File: src/rtl/assert_macros.svh
// Concurrent assertion helpers, sampled on the rising edge of clk and
// held off while rst is high.
`ifndef ASSERT_MACROS_SVH
`define ASSERT_MACROS_SVH

// prop must hold at every clock edge out of reset
`define ASSERT_ALWAYS(label, prop, msg) \
  label: assert property (@(posedge clk) disable iff (rst) (prop)) else $error(msg);

// when trig holds, prop must hold at the same edge
`define ASSERT_IMPLY(label, trig, prop, msg) \
  label: assert property (@(posedge clk) disable iff (rst) (trig) |-> (prop)) else $error(msg);

`endif

File: src/rtl/pidc_pkg.sv
package pidc_pkg;

  localparam int unsigned GAIN_W = 16;
  localparam int unsigned SAMPLE_W = 16;
  localparam int unsigned ILIM_W = 23;
  localparam int unsigned DLIM_W = 17;
  localparam int unsigned OLIM_W = 15;
  localparam int unsigned CFG_DATA_W = 23;
  localparam int unsigned CFG_ADDR_W = 3;

  localparam int unsigned ERR_W = SAMPLE_W + 1;
  localparam int unsigned INT_W = ILIM_W + 1;
  localparam int unsigned DIFF_W = DLIM_W + 1;
  localparam int unsigned TP_W = GAIN_W + ERR_W - 8;
  localparam int unsigned TI_W = GAIN_W + INT_W - 8;
  localparam int unsigned TD_W = GAIN_W + DIFF_W - 8;
  localparam int unsigned SUM_W = TI_W + 2;

  typedef enum logic [CFG_ADDR_W-1:0] {
    REG_KP   = 3'd0,
    REG_KI   = 3'd1,
    REG_KD   = 3'd2,
    REG_ILIM = 3'd3,
    REG_DLIM = 3'd4,
    REG_OLIM = 3'd5
  } reg_idx_t;

  typedef struct packed {
    logic signed [GAIN_W-1:0] kp;
    logic signed [GAIN_W-1:0] ki;
    logic signed [GAIN_W-1:0] kd;
    logic [ILIM_W-1:0]        ilim;
    logic [DLIM_W-1:0]        dlim;
    logic [OLIM_W-1:0]        olim;
  } cfg_t;

  typedef struct packed {
    logic signed [ERR_W-1:0]  err;
    logic signed [INT_W-1:0]  integ;
    logic signed [DIFF_W-1:0] diff;
  } front_t;

  typedef struct packed {
    logic signed [TP_W-1:0] tp;
    logic signed [TI_W-1:0] ti;
    logic signed [TD_W-1:0] td;
  } terms_t;

endpackage

File: src/rtl/pidc_cfg.sv
module pidc_cfg (
  input  logic                               clk,
  input  logic                               rst,
  input  logic                               cfg_we,
  input  logic [pidc_pkg::CFG_ADDR_W-1:0]    cfg_addr,
  input  logic [pidc_pkg::CFG_DATA_W-1:0]    cfg_data,
  output pidc_pkg::cfg_t                     cfg
);
  import pidc_pkg::*;

  always_ff @(posedge clk) begin
    if (rst) begin
      cfg.kp   <= GAIN_W'(256);
      cfg.ki   <= '0;
      cfg.kd   <= '0;
      cfg.ilim <= '1;
      cfg.dlim <= '1;
      cfg.olim <= '1;
    end else if (cfg_we) begin
      case (cfg_addr)
        REG_KP:   cfg.kp   <= cfg_data[GAIN_W-1:0];
        REG_KI:   cfg.ki   <= cfg_data[GAIN_W-1:0];
        REG_KD:   cfg.kd   <= cfg_data[GAIN_W-1:0];
        REG_ILIM: cfg.ilim <= cfg_data[ILIM_W-1:0];
        REG_DLIM: cfg.dlim <= cfg_data[DLIM_W-1:0];
        REG_OLIM: cfg.olim <= cfg_data[OLIM_W-1:0];
        default: ;
      endcase
    end
  end

endmodule

File: src/rtl/pidc_front.sv
module pidc_front (
  input  logic                                 clk,
  input  logic                                 rst,
  input  pidc_pkg::cfg_t                       cfg,
  input  logic                                 in_valid,
  output logic                                 in_ready,
  input  logic signed [pidc_pkg::SAMPLE_W-1:0] setpoint,
  input  logic signed [pidc_pkg::SAMPLE_W-1:0] measured_value,
  output logic                                 s1_valid,
  input  logic                                 s1_ready,
  output pidc_pkg::front_t                     s1_data
);
  import pidc_pkg::*;

  logic signed [INT_W-1:0]  error_integral;
  logic signed [ERR_W-1:0]  previous_error;

  logic signed [ERR_W-1:0]  err;
  logic signed [INT_W:0]    isum;
  logic signed [INT_W:0]    ilim_s;
  logic signed [INT_W-1:0]  error_integral_next;
  logic signed [DIFF_W-1:0] dsum;
  logic signed [DIFF_W-1:0] dlim_s;
  logic signed [DIFF_W-1:0] diff;
  logic                     take;

  assign in_ready = !s1_valid || s1_ready;
  assign take = in_valid && in_ready;

  assign err = ERR_W'(setpoint) - ERR_W'(measured_value);

  // integral with anti-windup clamp
  assign isum = (INT_W+1)'(error_integral) + (INT_W+1)'(err);
  assign ilim_s = $signed({2'b00, cfg.ilim});
  always_comb begin
    if (isum > ilim_s) begin
      error_integral_next = INT_W'(ilim_s);
    end else if (isum < -ilim_s) begin
      error_integral_next = INT_W'(-ilim_s);
    end else begin
      error_integral_next = INT_W'(isum);
    end
  end

  assign dsum = DIFF_W'(err) - DIFF_W'(previous_error);
  assign dlim_s = $signed({1'b0, cfg.dlim});
  always_comb begin
    if (dsum > dlim_s) begin
      diff = dlim_s;
    end else if (dsum < -dlim_s) begin
      diff = -dlim_s;
    end else begin
      diff = dsum;
    end
  end

  always_ff @(posedge clk) begin
    if (rst) begin
      s1_valid       <= 1'b0;
      error_integral <= '0;
      previous_error <= '0;
    end else begin
      if (in_ready) begin
        s1_valid <= in_valid;
      end
      if (take) begin
        error_integral <= error_integral_next;
        previous_error <= err;
      end
    end
  end

  always_ff @(posedge clk) begin
    if (take) begin
      s1_data.err   <= err;
      s1_data.integ <= error_integral_next;
      s1_data.diff  <= diff;
    end
  end

endmodule

File: src/rtl/pidc_terms.sv
module pidc_terms (
  input  logic             clk,
  input  logic             rst,
  input  pidc_pkg::cfg_t   cfg,
  input  logic             s1_valid,
  output logic             s1_ready,
  input  pidc_pkg::front_t s1_data,
  output logic             s2_valid,
  input  logic             s2_ready,
  output pidc_pkg::terms_t s2_data
);
  import pidc_pkg::*;

  localparam int unsigned PP_W = GAIN_W + ERR_W;
  localparam int unsigned PI_W = GAIN_W + INT_W;
  localparam int unsigned PD_W = GAIN_W + DIFF_W;

  logic signed [PP_W-1:0] prod_p;
  logic signed [PI_W-1:0] prod_i;
  logic signed [PD_W-1:0] prod_d;

  assign s1_ready = !s2_valid || s2_ready;

  assign prod_p = PP_W'(cfg.kp) * PP_W'(s1_data.err);
  assign prod_i = PI_W'(cfg.ki) * PI_W'(s1_data.integ);
  assign prod_d = PD_W'(cfg.kd) * PD_W'(s1_data.diff);

  always_ff @(posedge clk) begin
    if (rst) begin
      s2_valid <= 1'b0;
    end else if (s1_ready) begin
      s2_valid <= s1_valid;
    end
  end

  // drop the low 8 bits: floor of the Q8.8 product
  always_ff @(posedge clk) begin
    if (s1_valid && s1_ready) begin
      s2_data.tp <= prod_p[PP_W-1:8];
      s2_data.ti <= prod_i[PI_W-1:8];
      s2_data.td <= prod_d[PD_W-1:8];
    end
  end

endmodule

File: src/rtl/pidc_sum.sv
module pidc_sum (
  input  logic                                 clk,
  input  logic                                 rst,
  input  pidc_pkg::cfg_t                       cfg,
  input  logic                                 s2_valid,
  output logic                                 s2_ready,
  input  pidc_pkg::terms_t                     s2_data,
  output logic                                 out_valid,
  input  logic                                 out_ready,
  output logic signed [pidc_pkg::SAMPLE_W-1:0] control_output
);
  import pidc_pkg::*;

  logic signed [SUM_W-1:0]    sum;
  logic signed [SUM_W-1:0]    olim_s;
  logic signed [SAMPLE_W-1:0] y;

  assign s2_ready = !out_valid || out_ready;

  assign sum = SUM_W'(s2_data.tp) + SUM_W'(s2_data.ti) + SUM_W'(s2_data.td);
  assign olim_s = SUM_W'($signed({1'b0, cfg.olim}));

  always_comb begin
    if (sum > olim_s) begin
      y = SAMPLE_W'(olim_s);
    end else if (sum < -olim_s) begin
      y = SAMPLE_W'(-olim_s);
    end else begin
      y = SAMPLE_W'(sum);
    end
  end

  always_ff @(posedge clk) begin
    if (rst) begin
      out_valid <= 1'b0;
    end else if (s2_ready) begin
      out_valid <= s2_valid;
    end
  end

  always_ff @(posedge clk) begin
    if (s2_valid && s2_ready) begin
      control_output <= y;
    end
  end

endmodule

File: src/rtl/pid_controller_clamped_core.sv
// Clamped fixed-point PID controller. Each transfer on the input channel
// (setpoint, measured_value) yields exactly one control_output transfer, in
// order. The datapath is three register stages: error, clamped integral and
// clamped difference; the three Q8.8 gain products; the sum with output clamp
// into the output register. An input transfer reaches out_valid through the
// front, product and output registers in turn. One item is taken every cycle
// while the output is drained; a stalled output backs up one stage at a time.
// Registers (kp_gain, ki_gain, kd_gain, integral_limit, derivative_limit,
// output_limit at indexes 0 to 5) are written through cfg_we/cfg_addr/cfg_data
// and must only change while no item is in flight; writes to other indexes
// are ignored.
module pid_controller_clamped_core (
  input  logic                                 clk,
  input  logic                                 rst,
  input  logic                                 in_valid,
  output logic                                 in_ready,
  input  logic signed [pidc_pkg::SAMPLE_W-1:0] setpoint,
  input  logic signed [pidc_pkg::SAMPLE_W-1:0] measured_value,
  output logic                                 out_valid,
  input  logic                                 out_ready,
  output logic signed [pidc_pkg::SAMPLE_W-1:0] control_output,
  input  logic                                 cfg_we,
  input  logic [pidc_pkg::CFG_ADDR_W-1:0]      cfg_addr,
  input  logic [pidc_pkg::CFG_DATA_W-1:0]      cfg_data
);
  import pidc_pkg::*;

  `include "assert_macros.svh"

  cfg_t   cfg;
  logic   s1_valid;
  logic   s1_ready;
  front_t s1_data;
  logic   s2_valid;
  logic   s2_ready;
  terms_t s2_data;

  logic signed [SAMPLE_W-1:0] olim_s;
  logic                       out_in_range;

  pidc_cfg u_cfg (
    .clk      (clk),
    .rst      (rst),
    .cfg_we   (cfg_we),
    .cfg_addr (cfg_addr),
    .cfg_data (cfg_data),
    .cfg      (cfg)
  );

  pidc_front u_front (
    .clk            (clk),
    .rst            (rst),
    .cfg            (cfg),
    .in_valid       (in_valid),
    .in_ready       (in_ready),
    .setpoint       (setpoint),
    .measured_value (measured_value),
    .s1_valid       (s1_valid),
    .s1_ready       (s1_ready),
    .s1_data        (s1_data)
  );

  pidc_terms u_terms (
    .clk      (clk),
    .rst      (rst),
    .cfg      (cfg),
    .s1_valid (s1_valid),
    .s1_ready (s1_ready),
    .s1_data  (s1_data),
    .s2_valid (s2_valid),
    .s2_ready (s2_ready),
    .s2_data  (s2_data)
  );

  pidc_sum u_sum (
    .clk            (clk),
    .rst            (rst),
    .cfg            (cfg),
    .s2_valid       (s2_valid),
    .s2_ready       (s2_ready),
    .s2_data        (s2_data),
    .out_valid      (out_valid),
    .out_ready      (out_ready),
    .control_output (control_output)
  );

  assign olim_s = $signed({1'b0, cfg.olim});
  assign out_in_range = (control_output <= olim_s) && (control_output >= -olim_s);

  // a draining output never blocks the input side
  `ASSERT_IMPLY(a_ready_chain, out_ready, in_ready, "input stalled while output drains")

  // the output stays within the configured clamp
  `ASSERT_IMPLY(a_out_clamp, out_valid, out_in_range, "control_output outside output_limit")

  // a new result only comes from a filled product stage
  `ASSERT_ALWAYS(a_out_source, !$rose(out_valid) || $past(s2_valid), "result without product stage")

endmodule
File: config.mk
export PLATFORM = sky130hd
export DESIGN_NAME = pid_controller_clamped_core
export DESIGN_NICKNAME = d
export VERILOG_FILES = /design/src/rtl/pidc_pkg.sv /design/src/rtl/pidc_cfg.sv /design/src/rtl/pidc_front.sv /design/src/rtl/pidc_terms.sv /design/src/rtl/pidc_sum.sv /design/src/rtl/pid_controller_clamped_core.sv
export VERILOG_INCLUDE_DIRS = /design/src /design/src/rtl
export SDC_FILE = /design/constraint.sdc
export NUM_CORES = 2
export LEC_CHECK = 0
export ABC_CLOCK_PERIOD_IN_PS = 11700
export BUFFER_PORTS_ARGS = -buffer_cell sky130_fd_sc_hd__buf_2
export CORE_MARGIN = 2
export CORE_UTILIZATION = 58
export CTS_CLUSTER_SIZE = 20
export DETAILED_ROUTE_END_ITERATION = 7
export GPL_ROUTABILITY_DRIVEN = 0
export PLACE_DENSITY_LB_ADDON = 0.1
export SYNTH_ARGS = -nofsm -noshare
export SYNTH_HDL_FRONTEND = slang
export SYNTH_SLANG_ARGS = --single-unit
File: constraint.sdc
create_clock -name clk -period 11.7 [get_ports clk]
set_clock_uncertainty 0.2 [all_clocks]
set_input_delay 0 -clock clk [delete_from_list [all_inputs] [get_ports clk]]
set_output_delay 0 -clock clk [all_outputs]
set_load 0.005 [all_outputs]
==> impl_metrics.csv <==
group,metric,value,unit
drt,ant_nets,0,
drt,wl_per_cell,20.5,µm
timing,setup_ws,3.84,ns
floorplan,dieHeight,309,µm
drt,drt_wl_total,148000,µm
floorplan,io_pins,81,
setup_path,setup.worst_path.start_class,"primary input",
setup_path,worst-path-max-fanout,31,
run,cap_violations,0,
timing,tightest_slew,1.18,ns
logic_synthesis,syn_area,54000,µm²
timing,finalHoldViolations,0,
timing,setup_violations,0,
logic_synthesis,syn_area_per_cell,9.06,µm²
drt,vias,40700,
layout,nets,7471,
cts,htree_num_levels,2,
cts,cts_root_buf,"clkbuf_16",
logic_synthesis,synth_area_leaders,"fa_1, ha_1, edfxtp_1, inv_1, nand2_1",
pwr,p_leak,28.3,nW
global_route,overflow,0,
setup_path,cp-end-kind,"flop",
setup_path,cpPeakStageDelay,0.65,ns
timing,grt_setup_unrepaired,"no",
timing,relSlewSlack,0.210,
layout,drive_above_1_share,0.0326,
global_route,grt_usage,0.323,
logic_synthesis,synth-edff-count,158,
drt,drtPass1Iterations,6,
logic_synthesis,syn_inst,5963,
setup_path,worstPathArrival,8.14,ns
timing,maxSlewViolCount,0,
timing,fin_crit_sh,0.672,
pwr,p_int,3.96,mW
timing,post-route-min-period,7.86,ns
layout,final_util,0.624,
global_route,grt_pass1_wl,236000,µm
pwr,p_sw_frac,0.496,
setup_path,reg2reg_slack,3.87,ns
floorplan,coreArea,91900,µm²
layout,syn_to_final_growth,6.18,%
logic_synthesis,seq_area_frac_synth,0.142,
cts,cts-buffers-inserted,40,
setup_path,crit_slowest_cell,"nand2_1",
floorplan,initial_core_util,0.587,
cts,clock_latency,0.59,ns
logic_synthesis,syn_nets,7480,
floorplan,die_w,309,µm
logic_synthesis,synth_ff_type,"edfxtp_1",
pwr,switchingPower,3.90,mW
logic_synthesis,yosys_warnings,0,
logic_synthesis,synth_seq_cells,305,
pwr,power_density,137,nW/µm²
logic_synthesis,synth_top_area_frac,0.361,
floorplan,fp-row-count,111,
timing,whs,0.0330,ns
layout,stdcell_count,7229,
cts,cts_tree,"done",
run_status,status,"completed",
global_route,grt_pass1_vias,42100,
pwr,p_comb_frac,0.580,
drt,drt-vias-per-instance,5.63,
pwr,p_clk_frac,0.154,
place,pre_cts_slack,3.80,ns
place,dp_hpwl,116000,µm
drt,drt_iter0_drc,2727,
logic_synthesis,synth_commonest_cells,"inv_1, fa_1, nand2_1, ha_1, and2_1",
layout,fillers,7997,
cts,clkSinkCount,305,
place,dpl_cell_area,55300,µm²
setup_path,worstPathRequired,11.98,ns
place,port_buffers,80,
place,dp.cells,7075,
logic_synthesis,post-synth-top-count-cell,"inv_1",
logic_synthesis,yosysTopAreaCell,"fa_1",
timing,fmax,127,MHz
setup_path,cp_common_cell,"a21oi_1",
pwr,p_seq_frac,0.266,
pwr,total_power,7.87,mW
timing,tns,0,ns
worst_hold_path,hold_path_class,"in2reg",
setup_path,path_class,"in2reg",
cts,clkTransAtPathRegs,0.06,ns
global_route,grt_max_degree,84,
floorplan,die_area,95600,µm²
cts,ctsResizeCount,0,
cts,clock_path_buffers,3,
logic_synthesis,synth_cell_types,79,
drt,drc,0,
pwr,peakVddDrop,257,µV
global_route,antenna_found_initial,8,
logic_synthesis,synthArstFlopShare,0,
layout,design_area,57400,µm²
-- critical path: cells and delay by family --
family / cells / cell delay [ns]
adder cells (fa/ha/maj): 4 / 1.28
AND/OR/NAND/NOR: 5 / 1.64
AO/OA/AOI/OAI: 19 / 3.95
XOR/XNOR: 1 / 0.25
buffers and inverters: 5 / 1.00
-- sequential cells by signal (all words and copies together), names as in the netlist --
name,flops
u_cfg.cfg,103
u_front.error_integral,24
u_front.previous_error,17
u_front.s1_data,59
u_front.s1_valid,1
u_sum.control_output,16
u_sum.out_valid,1
u_terms.s2_data,83
u_terms.s2_valid,1
-- metal layers --
layer,up-vias,wire [µm],global-route usage
met1,20300,61300,0.428
met5,-,129,0
met3,354,11600,0.0568
met4,22,7410,0.138
met2,1435,67700,0.524
li1,18500,-,-
-- placed cells by master, fill, tap and decap left out, types with 40 or more instances in the layout --
cell type         n
xnor2_1         162
nand2b_1         43
buf_2            79
dlygate4sd3_1    80
clkbuf_16        40
and2_1          360
edfxtp_1        158
xor2_1           42
o21ai_0          88
nand3b_1         59
o21a_1           40
nand3_1          46
a211oi_1         49
dfxtp_1         147
nor2_1          212
inv_1          1217
a21oi_1         214
ha_1            481
fa_1            973
nand2_1         885
nor3_1           51
a21o_1           88
-- path summary, 6_finish.rpt --
path	from	endpoint	depth (start not counted)
setup / recovery	measured_value[0]	u_front.error_integral[7]	34
hold / removal	setpoint[0]	u_front.s1_data[0]	5
setup reg to reg	u_cfg.cfg[72]	u_terms.s2_data[57]	24
hold reg to reg	u_front.previous_error[11]	u_front.previous_error[11]	2
-- cell families after synthesis --
| family | Yosys count | synth area share |
|---|---|---|
| AND/OR/NAND/NOR | 1851 | 0.165 |
| adder cells (fa/ha/maj) | 1454 | 0.472 |
| buffers and inverters | 1453 | 0.101 |
| AO/OA/AOI/OAI | 656 | 0.0793 |
| flip-flops | 305 | 0.142 |
| XOR/XNOR | 204 | 0.0331 |
| multiplexers | 40 | 0.00746 |
-- power groups by stage --
| stage | logic [mW] | clock network [mW] | registers [mW] |
|---|---|---|---|
| 6_report | 4.56 | 1.21 | 2.10 |
| 5_1_grt | 5.14 | 1.27 | 2.10 |
| 4_1_cts | 4.54 | 1.23 | 2.06 |
| 3_5_place_dp | 4.49 | 0 | 2.08 |
| 3_3_place_gp | 4.41 | 0 | 2.08 |
| 2_1_floorplan | 3.50 | 0 | 1.59 |
-- repair_timing --
item,CTS,global route
endpoints found under the hold margin,146,0
hold buffers,80,0
buffers inserted,0,0
-- layout make-up --
type                       count  area, µm²  share of cell area
timing repair buffer         184       1380              0.0241
antenna                        1       2.50           0.0000436
clock inverter                28        225             0.00393
clock buffer                  45       1040              0.0181
sequential                   305       7690               0.134
inverter                    1218       4570              0.0797
tap                         1243       1560              0.0271
multi-input combinational   4205      40900               0.713
(Power assumes the default switching activity.)
